`src/design/hfd_pkg.sv`:
```
// Shared types and constants for the Huffman table decoder.
`timescale 1ns / 1ps
package hfd_pkg;

	localparam int MAX_CODE_LEN  = 32;
	localparam int TABLE_ENTRIES = 256;
	localparam int BITS_PER_BYTE = 8;
	localparam int QUEUE_DEPTH   = 2;

	localparam int CODE_W  = 32;
	localparam int LEN_W   = 6;
	localparam int SYM_W   = 8;
	localparam int BYTE_W  = 8;
	localparam int IDX_W   = $clog2(TABLE_ENTRIES);
	localparam int ADDR_W  = $clog2(TABLE_ENTRIES + 1);
	localparam int PLEN_W  = $clog2(MAX_CODE_LEN + 1);
	localparam int CMP_W   = (PLEN_W > LEN_W) ? PLEN_W : LEN_W;
	localparam int PAD_W   = $clog2(BITS_PER_BYTE + 1);
	localparam int ENTRY_W = LEN_W + CODE_W;
	localparam int QPTR_W  = (QUEUE_DEPTH > 1) ? $clog2(QUEUE_DEPTH) : 1;
	localparam int QCNT_W  = $clog2(QUEUE_DEPTH + 1);

	localparam logic [1:0] STATUS_OK       = 2'd0;
	localparam logic [1:0] STATUS_OVERFLOW = 2'd1;
	localparam logic [1:0] STATUS_PADDING  = 2'd2;

	localparam logic MODE_LOAD = 1'b0;

	typedef enum logic [1:0] {
		CMD_LOAD,
		CMD_HEADER,
		CMD_DATA
	} hfd_kind_t;

	typedef struct packed {
		logic              mode;
		logic [SYM_W-1:0]  entry_symbol;
		logic [CODE_W-1:0] entry_code;
		logic [LEN_W-1:0]  entry_length;
		logic [BYTE_W-1:0] data_byte;
		logic              last_byte;
	} hfd_item_t;

	typedef struct packed {
		logic [SYM_W-1:0] symbol;
		logic             symbol_valid;
		logic             end_of_stream;
		logic [1:0]       status;
	} hfd_result_t;

	typedef struct packed {
		hfd_kind_t         kind;
		logic              pad_err;
		logic              last;
		logic [PAD_W-1:0]  nbits;
		logic [BYTE_W-1:0] data;
		logic [SYM_W-1:0]  sym;
		logic [CODE_W-1:0] code;
		logic [LEN_W-1:0]  len;
	} hfd_cmd_t;

endpackage

```
`src/design/hfd_queue.sv`:
```
// Short command queue between front end and decode engine.
`timescale 1ns / 1ps
module hfd_queue (
	input  logic              clk,
	input  logic              arst_n,
	input  hfd_pkg::hfd_cmd_t  wr_cmd,
	input  logic              push,
	output logic              full,
	output hfd_pkg::hfd_cmd_t  rd_cmd,
	output logic              not_empty,
	input  logic              pop
);
	import hfd_pkg::*;

	hfd_cmd_t          slot_q [QUEUE_DEPTH];
	logic [QPTR_W-1:0] wptr_q;
	logic [QPTR_W-1:0] rptr_q;
	logic [QCNT_W-1:0] cnt_q;

	assign full      = cnt_q == QCNT_W'(QUEUE_DEPTH);
	assign not_empty = cnt_q != '0;
	assign rd_cmd    = slot_q[rptr_q];

	always_ff @(posedge clk) begin
		if (push) begin
			slot_q[wptr_q] <= wr_cmd;
		end
	end

	always_ff @(posedge clk or negedge arst_n) begin
		if (!arst_n) begin
			wptr_q <= '0;
			rptr_q <= '0;
			cnt_q  <= '0;
		end else begin
			if (push) begin
				wptr_q <= (wptr_q == QPTR_W'(QUEUE_DEPTH - 1)) ? '0 : wptr_q + 1'b1;
			end
			if (pop) begin
				rptr_q <= (rptr_q == QPTR_W'(QUEUE_DEPTH - 1)) ? '0 : rptr_q + 1'b1;
			end
			if (push && !pop) begin
				cnt_q <= cnt_q + 1'b1;
			end else if (pop && !push) begin
				cnt_q <= cnt_q - 1'b1;
			end
		end
	end

endmodule

```
`config.mk`:
```
export PLATFORM = sky130hd
export DESIGN_NAME = hfd_queue
export DESIGN_NICKNAME = d
export VERILOG_FILES = /design/src/design/hfd_pkg.sv /design/src/design/hfd_queue.sv
export SDC_FILE = /design/constraint.sdc
export NUM_CORES = 1
export LEC_CHECK = 0
export ABC_CLOCK_PERIOD_IN_PS = 3400
export BUFFER_PORTS_ARGS = -buffer_cell sky130_fd_sc_hd__buf_2
export CAP_MARGIN = 20
export CORE_MARGIN = 1
export CORE_UTILIZATION = 39
export DETAILED_ROUTE_END_ITERATION = 12
export PLACE_DENSITY_LB_ADDON = 0.2
export SKIP_LAST_GASP = 1
export SLEW_MARGIN = 25
export SYNTH_ARGS = -nofsm -noshare
export SYNTH_HDL_FRONTEND = slang
export SYNTH_SLANG_ARGS = --single-unit
```
`constraint.sdc`:
```
create_clock -name clk -period 3.4 [get_ports clk]
set_clock_uncertainty 0.1 [all_clocks]
set_input_delay 0 -clock clk [delete_from_list [all_inputs] [get_ports clk]]
set_output_delay 0 -clock clk [all_outputs]
set_load 0.01 [all_outputs]
```
# Word-level counts from Yosys, hierarchy flattened
# Memories as Yosys holds them, arrays and structs flattened.
# Index checks and enable logic that the tools add are counted.
dict set report classes {
  add_sub_neg 4
  eq_ne 1
  mux 6
  n_reduce_logical 6
}
# cell n
set ops {}
lappend ops {{two-way mux 1 bit} 4}
lappend ops {{two-way mux 2 bit} 2}
lappend ops {{nonzero test 2 bit} 2}
lappend ops {{adder 1 bit (second input constant)} 2}
lappend ops {{adder 2 x 1 -> 2 bit (second input constant)} 1}
lappend ops {{== test 2 bit (second input constant)} 1}
lappend ops {{logical AND 1 bit} 2}
lappend ops {{zero test 1 bit} 2}
lappend ops {{subtractor 2 x 1 -> 2 bit (second input constant)} 1}
dict set report word_totals {
  regBits 4
  mem_bits_rw 124
  input_bits 66
  output_inout_bits 64
  word_cells 21
  memories 1
}
# name depth word_bits read_ports rd_ports_with_merged_regs write_ports line
set memory_table {}
lappend memory_table {slot_q 2 62 1 0 1 hfd_queue.sv:15} ;# hfd_cmd_t slot_q [QUEUE_DEPTH];

# Longest topological paths before layout
dict set report logic_depth {
  word_depth 4
  mapped_depth 5
  depth_no_buf 5
}

# Least setup slack after synthesis
# No wires, ideal clock.
dict set report synth_timing {
  path_type {reg-to-reg}
  start {register wptr_q}
  end {memory slot_q[0][0] in the netlist's numbering, enable pin}
  setup_time_ps 490
  arrival_ps 3159
  required_time_ps 2810
  slack_ps -349
  stages_incl_launch_ff 2
  n_path_buf 0
  synth_period_minus_slack_ps 3749
  cell_sequence {dfrtp_1 -> nor2b_1}
}
# element line
set synth_rtl {}
lappend synth_rtl {{start: declaration} hfd_queue.sv:16} ;# logic [QPTR_W-1:0] wptr_q;
lappend synth_rtl {{start signal: assignment} hfd_queue.sv:37} ;# wptr_q <= (wptr_q == QPTR_W'(QUEUE_DEPTH - 1)) ? '0 : wptr_q + 1'b1;
lappend synth_rtl {{end: declaration} hfd_queue.sv:15}
# No word-level cell before the write port.

==> flow_summary.toml <==
[critical_path]
worstPathArrival_ns = 2.08
r2r-end = "slot_q[0][9]"
rrSetupSlack_ns = 1.69
cp-start-kind = "flip-flop"
cp_max_fo = 35
timing.rr.start = "wptr_q"
critPathRequiredTime_ns = 3.30
worstRegToRegCells = 2
critPathCaptureType = "output pin"
path_class = "reg -> out"

[sta]
fmax_mhz = 459
drv_slew = 0
tightest_slew_ns = 0.591
finalSetupViolCount = 0
min_period_ns = 2.18
slew_headroom_pct = 60.5
hold_violations = 0
post-route-period-util_pct = 64.1
holdWs_ns = 0.212
fin_ws_ns = 1.22
setup_tns_ns = 0
rsz0062_at_grt = "no"

[final_layout]
diodes = 0
layout.nets = 488
nFillCells = 1026
final_layout_size_suffix_gt1_share_pct = 51.5
synthToLayoutAreaGrowth_pct = 39.7
multi_input_area_sq_um = 1010
seqCellArea_sq_um = 3830
design_area_sq_um = 6930

[die]
dieArea_sq_um = 13200
die_w_um = 115
start_util_pct = 40.6
rows = 40
ios = 130
coreArea_sq_um = 12200
die_h_um = 115

[synth]
synth-seq-cells = 128
synth_top_cell_area_share_pct = 75.0
synth_area_sq_um = 4960
synth-main-ff-cell = "edfxtp_1"
yosysTopAreaCell = "edfxtp_1"
ys_async_sr_fraction_pct = 3.13
synth_nets = 276
yosys_warnings = 0
synth_most_common_cell = "edfxtp_1"
syn_area_per_cell_sq_um = 23.7
synthTopCellsByArea = "edfxtp_1, mux2_4, buf_12"
synth.top_cells.by_count = "edfxtp_1, mux2_4, buf_12, dfrtp_1, xor2_1"
yosysSeqAreaShare_pct = 77.0
synth-edff-count = 124
synth_cells = 209
ys_types = 14

[outcome]
outcome = "complete, no violations"

[grt]
grt_pass1_vias = 2661
grt_max_degree = 49
track_usage_pct = 14.1
antenna_found_initial = 0
grt_pass1_wl_um = 13200
gr-total-overflow = 0

[drt]
drt_wl_total_um = 8540
wl_per_cell_um = 14.2
via_count = 2569
ant_nets = 0
drt_iter0_markers = 84
vias_per_cell = 4.27
firstDrtPassIters = 4
drc = 0

[placement]
placed_area_sq_um = 5760
gp_congestion = 0.649
hpwl_um = 5300
io_buffers = 129
dpl_worst_slack_ns = 1.62

[hold_path]
hp-class = "in -> reg"
min_from = "wr_cmd[14]"
min_to = "slot_q[0][14]"
whs_path_depth = 2

[clock_tree]
cts_tree = "yes"
htree_num_levels = 4
clock-sinks = 128
clk_pin_slew_ns = 0.05
cts_resized = 0
clock_path_buffers = 2
root_buffer = "clkbuf_16"
clk_latency_ns = 0.41
cts_buffers = 17

[pwr]
ir_drop_v = 0.000389
powerDensity_nw_per_um2 = 779
leakage_nw = 2.83

[flow_run]
maxCapViolCount = 0
flip-flops by register name (all words and copies together) (netlist names):
signal and count:
rptr_q 1, cnt_q 2, slot_q 124, wptr_q 1
metrics by stage:
| stage | power [W] | util, % | cells |
|---|---|---|---|
| after floorplan | 0.00345 | - | 209 |
| after global placement | 0.00384 | 47.2 | 504 |
| after detailed placement | 0.00386 | 47.2 | 504 |
| after CTS | 0.00550 | 56.8 | 601 |
| after global routing | 0.00567 | 56.8 | 601 |
| final | 0.00540 | 56.8 | 601 |
logic make-up after synthesis:
kind of cell,Yosys count,synth area share [%]
xor+xnor,5,0.882
fa+ha+maj,1,0.252
flops,128,77.0
mux,62,18.5
simple gates,5,0.580
buf+inv,8,2.72
power breakdown:
| group | total (W) | internal [W] | switching [W] |
|---|---|---|---|
| clock | 0.00156 | 0.000976 | 0.000584 |
| combinational | 0.00157 | 0.000877 | 0.000691 |
| sequential | 0.00228 | 0.00210 | 0.000175 |
| total | 0.00540 | 0.00395 | 0.00145 |
repair_timing:
action	in CTS	in global routing
hold endpoints to repair	132	0
buffers inserted	0	0
setup endpoints to repair	0	0
hold buffers	66	0
worst max-delay path: stages (launching register included):
cell and delay, ns:
dfrtp_4 0.78, buf_12 0.34, mux2_2 0.37, buf_2 0.14
worst max path at each step:
stage                       from      endpoint
after floorplan           wptr_q  slot_q[0][0]
after global placement    rptr_q    rd_cmd[46]
after detailed placement  rptr_q    rd_cmd[46]
after CTS                 rptr_q    rd_cmd[46]
after global routing      rptr_q    rd_cmd[42]
final                     rptr_q    rd_cmd[46]
area by class of cell:
class | count | share of cell area (%)
Sequential cell | 128 | 55.2
Timing Repair Buffer | 200 | 19.7
Multi-Input combinational cell | 73 | 14.6
Clock buffer | 20 | 6.30
Tap cell | 168 | 3.03
Clock inverter | 11 | 1.06
Inverter | 1 | 0.0541
metal layers:
layer  part of all wire (%)  track usage, %  wire length (um)  vias to the layer above
met2                     50            22.7              4290                       90
met3                    5.9            5.43               504                       15
met1                     42            16.0              3540                     1213
met5                      0               0                 0                        -
li1                       -               -                 -                     1251
met4                    2.3            8.31               199                        0
cell usage in the layout (no fill, tap or decap), drive strengths merged:
cell type / instances
or2: 1
and2: 1
xnor2: 1
dlygate4sd3: 66
buf: 134
ha: 1
inv: 1
nor2: 1
xor2: 4
clkinv: 10
dfrtp: 4
nor2b: 2
clkbuf: 20
mux2: 62
edfxtp: 124
bufinv: 1
Power figures use the tool's default switching activity.
