**src/design/hfd_pkg.sv**
```systemverilog
// Shared types and constants for the Huffman table decoder.
`timescale 1ns / 1ps
package hfd_pkg;

	localparam int MAX_CODE_LEN  = 32;
	localparam int TABLE_ENTRIES = 256;
	localparam int BITS_PER_BYTE = 8;
	localparam int QUEUE_DEPTH   = 2;

	localparam int CODE_W  = 32;
	localparam int LEN_W   = 6;
	localparam int SYM_W   = 8;
	localparam int BYTE_W  = 8;
	localparam int IDX_W   = $clog2(TABLE_ENTRIES);
	localparam int ADDR_W  = $clog2(TABLE_ENTRIES + 1);
	localparam int PLEN_W  = $clog2(MAX_CODE_LEN + 1);
	localparam int CMP_W   = (PLEN_W > LEN_W) ? PLEN_W : LEN_W;
	localparam int PAD_W   = $clog2(BITS_PER_BYTE + 1);
	localparam int ENTRY_W = LEN_W + CODE_W;
	localparam int QPTR_W  = (QUEUE_DEPTH > 1) ? $clog2(QUEUE_DEPTH) : 1;
	localparam int QCNT_W  = $clog2(QUEUE_DEPTH + 1);

	localparam logic [1:0] STATUS_OK       = 2'd0;
	localparam logic [1:0] STATUS_OVERFLOW = 2'd1;
	localparam logic [1:0] STATUS_PADDING  = 2'd2;

	localparam logic MODE_LOAD = 1'b0;

	typedef enum logic [1:0] {
		CMD_LOAD,
		CMD_HEADER,
		CMD_DATA
	} hfd_kind_t;

	typedef struct packed {
		logic              mode;
		logic [SYM_W-1:0]  entry_symbol;
		logic [CODE_W-1:0] entry_code;
		logic [LEN_W-1:0]  entry_length;
		logic [BYTE_W-1:0] data_byte;
		logic              last_byte;
	} hfd_item_t;

	typedef struct packed {
		logic [SYM_W-1:0] symbol;
		logic             symbol_valid;
		logic             end_of_stream;
		logic [1:0]       status;
	} hfd_result_t;

	typedef struct packed {
		hfd_kind_t         kind;
		logic              pad_err;
		logic              last;
		logic [PAD_W-1:0]  nbits;
		logic [BYTE_W-1:0] data;
		logic [SYM_W-1:0]  sym;
		logic [CODE_W-1:0] code;
		logic [LEN_W-1:0]  len;
	} hfd_cmd_t;

endpackage

```
**src/design/hfd_front.sv**
```systemverilog
// Front end: accepts input words, tracks stream header, classifies into commands.
`timescale 1ns / 1ps
module hfd_front (
	input  logic              clk,
	input  logic              arst_n,
	input  hfd_pkg::hfd_item_t item,
	input  logic              item_valid,
	output logic              item_ready,
	input  logic              queue_full,
	output hfd_pkg::hfd_cmd_t  cmd,
	output logic              cmd_push
);
	import hfd_pkg::*;

	logic             hdr_q;
	logic [PAD_W-1:0] pad_q;
	logic             pad_err;

	assign item_ready = !queue_full;
	assign cmd_push   = item_valid && item_ready;
	assign pad_err    = item.data_byte > BYTE_W'(BITS_PER_BYTE);

	always_comb begin
		cmd.pad_err = pad_err;
		cmd.last    = item.last_byte;
		cmd.data    = item.data_byte;
		cmd.sym     = item.entry_symbol;
		cmd.code    = item.entry_code;
		cmd.len     = item.entry_length;
		cmd.nbits   = item.last_byte ? PAD_W'(BITS_PER_BYTE) - pad_q : PAD_W'(BITS_PER_BYTE);
		if (item.mode == MODE_LOAD) begin
			cmd.kind = CMD_LOAD;
		end else if (hdr_q) begin
			cmd.kind = CMD_HEADER;
		end else begin
			cmd.kind = CMD_DATA;
		end
	end

	always_ff @(posedge clk or negedge arst_n) begin
		if (!arst_n) begin
			hdr_q <= 1'b1;
			pad_q <= '0;
		end else if (cmd_push && item.mode != MODE_LOAD) begin
			hdr_q <= item.last_byte;
			if (hdr_q) begin
				pad_q <= pad_err ? PAD_W'(BITS_PER_BYTE) : item.data_byte[PAD_W-1:0];
			end
		end
	end

endmodule

```
**config.mk**
```make
export PLATFORM = sky130hd
export DESIGN_NAME = hfd_front
export DESIGN_NICKNAME = d
export VERILOG_FILES = /design/src/design/hfd_pkg.sv /design/src/design/hfd_front.sv
export SDC_FILE = /design/constraint.sdc
export NUM_CORES = 1
export LEC_CHECK = 0
export ABC_CLOCK_PERIOD_IN_PS = 1150
export BUFFER_PORTS_ARGS = -buffer_cell sky130_fd_sc_hd__buf_2
export CAP_MARGIN = 20
export CORE_MARGIN = 4
export CORE_UTILIZATION = 25
export DETAILED_ROUTE_END_ITERATION = 7
export GPL_TIMING_DRIVEN = 0
export PLACE_DENSITY_LB_ADDON = 0.08
export SLEW_MARGIN = 15
export SYNTH_ARGS = -nofsm -noshare
export SYNTH_HDL_FRONTEND = slang
export SYNTH_SLANG_ARGS = --single-unit
```
**constraint.sdc**
```tcl
create_clock -name clk -period 1.15 [get_ports clk]
set_input_delay 0.23 -clock clk [delete_from_list [all_inputs] [get_ports clk]]
set_output_delay 0.23 -clock clk [all_outputs]
set_load 0.01 [all_outputs]
```
# == After elaboration in Yosys (flattened, before gate mapping) ==
# Index checks and enable logic that the tools add are counted.
# totals
ff_bits,5
inputBits,60
# op_classes
addsub,1
magnitude_cmp,1
muxes,4
reduce_logical,4
# ops
cell,count
8-bit by 4-bit > comparator with 1-bit output (second input constant),1
4-bit two-way mux,2
2-bit two-way mux,2
4-bit subtractor (first input constant),1
1-bit logical AND,2
2-bit AND reduction,1
1-bit logical NOT,1

# == Depth between registers and ports, before layout ==
# logic_depth
word_depth,4
ltp_mapped,4

# == Least setup slack after synthesis ==
# Ideal clock, no wire load.
# synth_timing
path_kind,register to register
start,reg hdr_q
end,reg pad_q[3]
setup_ns,0.125
arrival_time_ns,1.141
path_slack_ns,-0.116
path_stages_with_launch,4
period_less_slack_ns,1.266
path_cell_list,dfstp_2 and4b_1 buf_2 mux2_4
# synth_between
elab_chain_len,1
# synth_rtl
item,line,text
"start, declared",hfd_front.sv:15,logic hdr_q;
"start signal, assigned",hfd_front.sv:45,hdr_q <= item.last_byte;
2-bit AND reduction (no line),--,
"end signal, assigned",hfd_front.sv:47,pad_q <= pad_err ? PAD_W'(BITS_PER_BYTE) : item.data_byte[PAD_W-1:0];
"end, declared",hfd_front.sv:16,logic [PAD_W-1:0] pad_q;
# No other way between the ends.
# A chain may end at the register's enable or synchronous reset.

==> flow_metrics.py <==
metrics = {
    "global_route": {
        "first_global_vias": 797,
        "grt_pass1_wl_mm": 3.243,
        "grt_max_degree": 7,
        "grt_overflow": 0,
        "antenna_found_initial": 0,
        "grt_use_total": 0.09899,
    },
    "critical_path": {
        "r2r_slack_ns": -0.11,
        "crit_chain": "inv_2, ha_4, xnor2_2, and2_1, buf_2",
        "critPathArrivalTime_ns": 1.22,
        "rr_worst_depth": 3,
        "max_stage_delay_ns": 0.38,
        "cp_num_buf_inv": 2,
        "start_kind": "flip-flop",
        "r2r-start": "hdr_q",
        "cp-end-kind": "output pin",
        "path_class": "reg -> out",
        "crit_family": "flip-flops",
        "cp_max_fo": 3,
        "r2r_end": "pad_q[3]",
        "slowest_stage": "dfrtp_1",
        "required_ns": 0.92,
    },
    "synthesis": {
        "synth_area_um2": 754.5,
        "yosysWarnings": 0,
        "ys_seq_area_frac": 0.1675,
        "synthesis.nets": 152,
        "synth.avg_cell_area_um2": 8.291,
        "synthCells": 91,
        "yosys_register_bits": 5,
        "ys_types": 18,
    },
    "routing": {
        "ant_nets": 0,
        "drt_first_pass_iters": 3,
        "drt_wl_total_mm": 2.026,
        "vias_per_cell": 4.000,
        "route.detailed.drc": 0,
        "first_iter_violations": 5,
        "wl_per_cell_um": 9.835,
        "routed-via-count": 824,
    },
    "placement": {
        "dp.cells": 199,
        "dp_hpwl_mm": 1.863,
        "gp_congestion": 0.6878,
        "placed_cell_area_um2": 1185,
        "io_buffers": 77,
    },
    "worst_hold_path": {
        "hold_end": "pad_q[2]",
        "min_path_cells": 3,
        "min-delay-start": "item[3]",
        "hold_class": "in -> reg",
    },
    "floorplan": {
        "fp.dieW_um": 62.94,
        "core_um2": 2829,
        "start_util": 0.2667,
        "dieArea_um2": 3961,
        "ios": 124,
        "row_count": 19,
        "die_h_um": 62.94,
    },
    "cells_and_area": {
        "layout.cells.non_filler": 206,
        "final_core_util": 0.4635,
        "n_antenna_cell": 0,
        "design_area_um2": 1311,
        "nFillCells": 278,
        "synthToLayoutAreaGrowth_pct": 73.80,
        "drive_gt1_frac": 0.8686,
        "nNetsFinal": 237,
    },
    "clocking": {
        "clk_latency_ns": 0.24,
        "clock_sinks": 5,
        "numCtsBuffers": 3,
        "htree_levels": 1,
        "cts_tree": "done",
        "clk_pin_slew_ns": 0.05,
        "root_buffer": "clkbuf_4",
        "clock_path_buffers": 2,
    },
    "status": {
        "status": "finished with violations",
        "violations": "setup timing",
    },
    "timing": {
        "worst_pin_slew_ns": 0.2147,
        "fin_crit_sh": 1.261,
        "setup_viol": 10,
        "max_freq_mhz": 689.6,
        "rsz0062_at_grt": "true",
        "slew_viol_final": 0,
        "finalHoldViolCount": 0,
        "relSlewSlack": 0.8558,
        "period_minus_slack_ns": 1.450,
        "finalWorstSetupSlack_ns": -0.3001,
        "skew_ns": 0.003097,
    },
    "pwr": {
        "powerDensity_nw_per_um2": 797.3,
        "total_leakage_power_nw": 0.7757,
        "ir_worst_vdd_mv": 0.2541,
    },
    "run": {
        "drv_cap": 0,
    },
}
-- kinds of logic (layout without fill, tap and decap cells) --
group	count (synthesis)	count (layout)	share of synthesized area
compound gates	4	4	0.03483
flops	5	5	0.1675
buf+inv	61	145	0.5837
mux	2	2	0.03482
simple gates	16	16	0.1393
xor+xnor	2	2	0.02322
fa+ha+maj	1	1	0.01658
-- area by class of cell --
class / count / area (µm²) / area share
buffer: 56 / 424.2 / 0.3235
sequential: 5 / 126.4 / 0.09637
multi-input combinational: 25 / 231.5 / 0.1765
inverter: 4 / 15.01 / 0.01145
timing repair buffer: 81 / 449.2 / 0.3426
clock buffer: 4 / 26.28 / 0.02004
tap: 31 / 38.79 / 0.02958
-- sequential cells by signal, summed over array words and instances, names as in the netlist --
register,cells
hdr_q,1
pad_q,4
-- synthesized netlist by cell type --
| cell type | number | area share |
|---|---|---|
| and4b_1 | 1 | 0.013 |
| dfstp_2 | 1 | 0.035 |
| nor3_1 | 1 | 0.0066 |
| mux2_4 | 1 | 0.020 |
| inv_1 | 4 | 0.020 |
| nand2_1 | 6 | 0.030 |
| dfrtp_1 | 4 | 0.13 |
| mux2_1 | 1 | 0.015 |
| o22ai_1 | 3 | 0.025 |
| o31ai_1 | 1 | 0.010 |
| nor2b_1 | 2 | 0.017 |
| ha_1 | 1 | 0.017 |
| nor4_4 | 1 | 0.028 |
| buf_4 | 56 | 0.56 |
| xnor2_1 | 2 | 0.023 |
| buf_2 | 1 | 0.0066 |
| and2_1 | 4 | 0.033 |
| nand2b_2 | 1 | 0.012 |
-- cell usage in the layout (no fill, tap or decap), types with 2 or more instances in the layout --
| cell | count |
|---|---|
| buf_2 | 72 |
| inv_2 | 2 |
| buf_6 | 6 |
| buf_4 | 58 |
| clkbuf_4 | 3 |
| o22ai_1 | 2 |
| nor2b_1 | 2 |
| dfrtp_1 | 4 |
| and2_4 | 2 |
| nand2_1 | 5 |
| and2_1 | 2 |
| inv_1 | 2 |
-- worst max path at each step --
stage / from / end / slack, ns / cells after the start
global placement: hdr_q / pad_q[3] / -0.13 / 3
detailed placement: hdr_q / pad_q[3] / -0.12 / 3
CTS: pad_q[0] / cmd[57] / -0.30 / 4
floorplan: hdr_q / pad_q[3] / -0.08 / 3
global route: pad_q[0] / cmd[56] / -0.37 / 5
finish: pad_q[0] / cmd[56] / -0.30 / 5
-- tightest hold or removal path: cells and delay by family --
kind | cells | cell delay (ns)
AO/OA/AOI/OAI | 1 | 0.05
AND/OR/NAND/NOR | 1 | 0.05
buffers and inverters | 1 | 0.11
-- per-stage QoR --
stage	hold WS, ns	TNS (ns)	setup WS (ns)	power [mW]
2_1_floorplan	-0.06559	-0.07942	-0.07942	0.5725
3_3_place_gp	0.04918	-0.3454	-0.1267	0.7594
3_5_place_dp	0.05169	-0.3677	-0.1235	0.7661
4_1_cts	0.2493	-1.258	-0.2979	1.019
5_1_grt	0.2532	-1.712	-0.3693	1.132
6_report	0.2573	-1.188	-0.3001	1.046
-- where the power goes --
part,internal (mW),leakage (nW),switching [mW]
clock,0.131,0.0150,0.0724
sequential,0.212,0.0608,0.0296
combinational,0.369,0.700,0.232
total,0.711,0.776,0.334
-- repair_timing --
action                                  CTS  global route
buffers inserted                          3             0
pin swaps                                 5             6
hold buffers                              1             0
endpoints found under the setup margin    7            11
hold endpoints to repair                  5             0
resized for setup                         9             9
-- routing by layer --
layer  vias up  global-route usage  wire length [µm]
met2        79              0.1765              1006
met3         2             0.04676               373
met4         0             0.04959                15
met1       345             0.09385               631
li1        398                   -                 -
met5         -                   0                 0
Note: power is estimated with default switching activity, not from simulation.
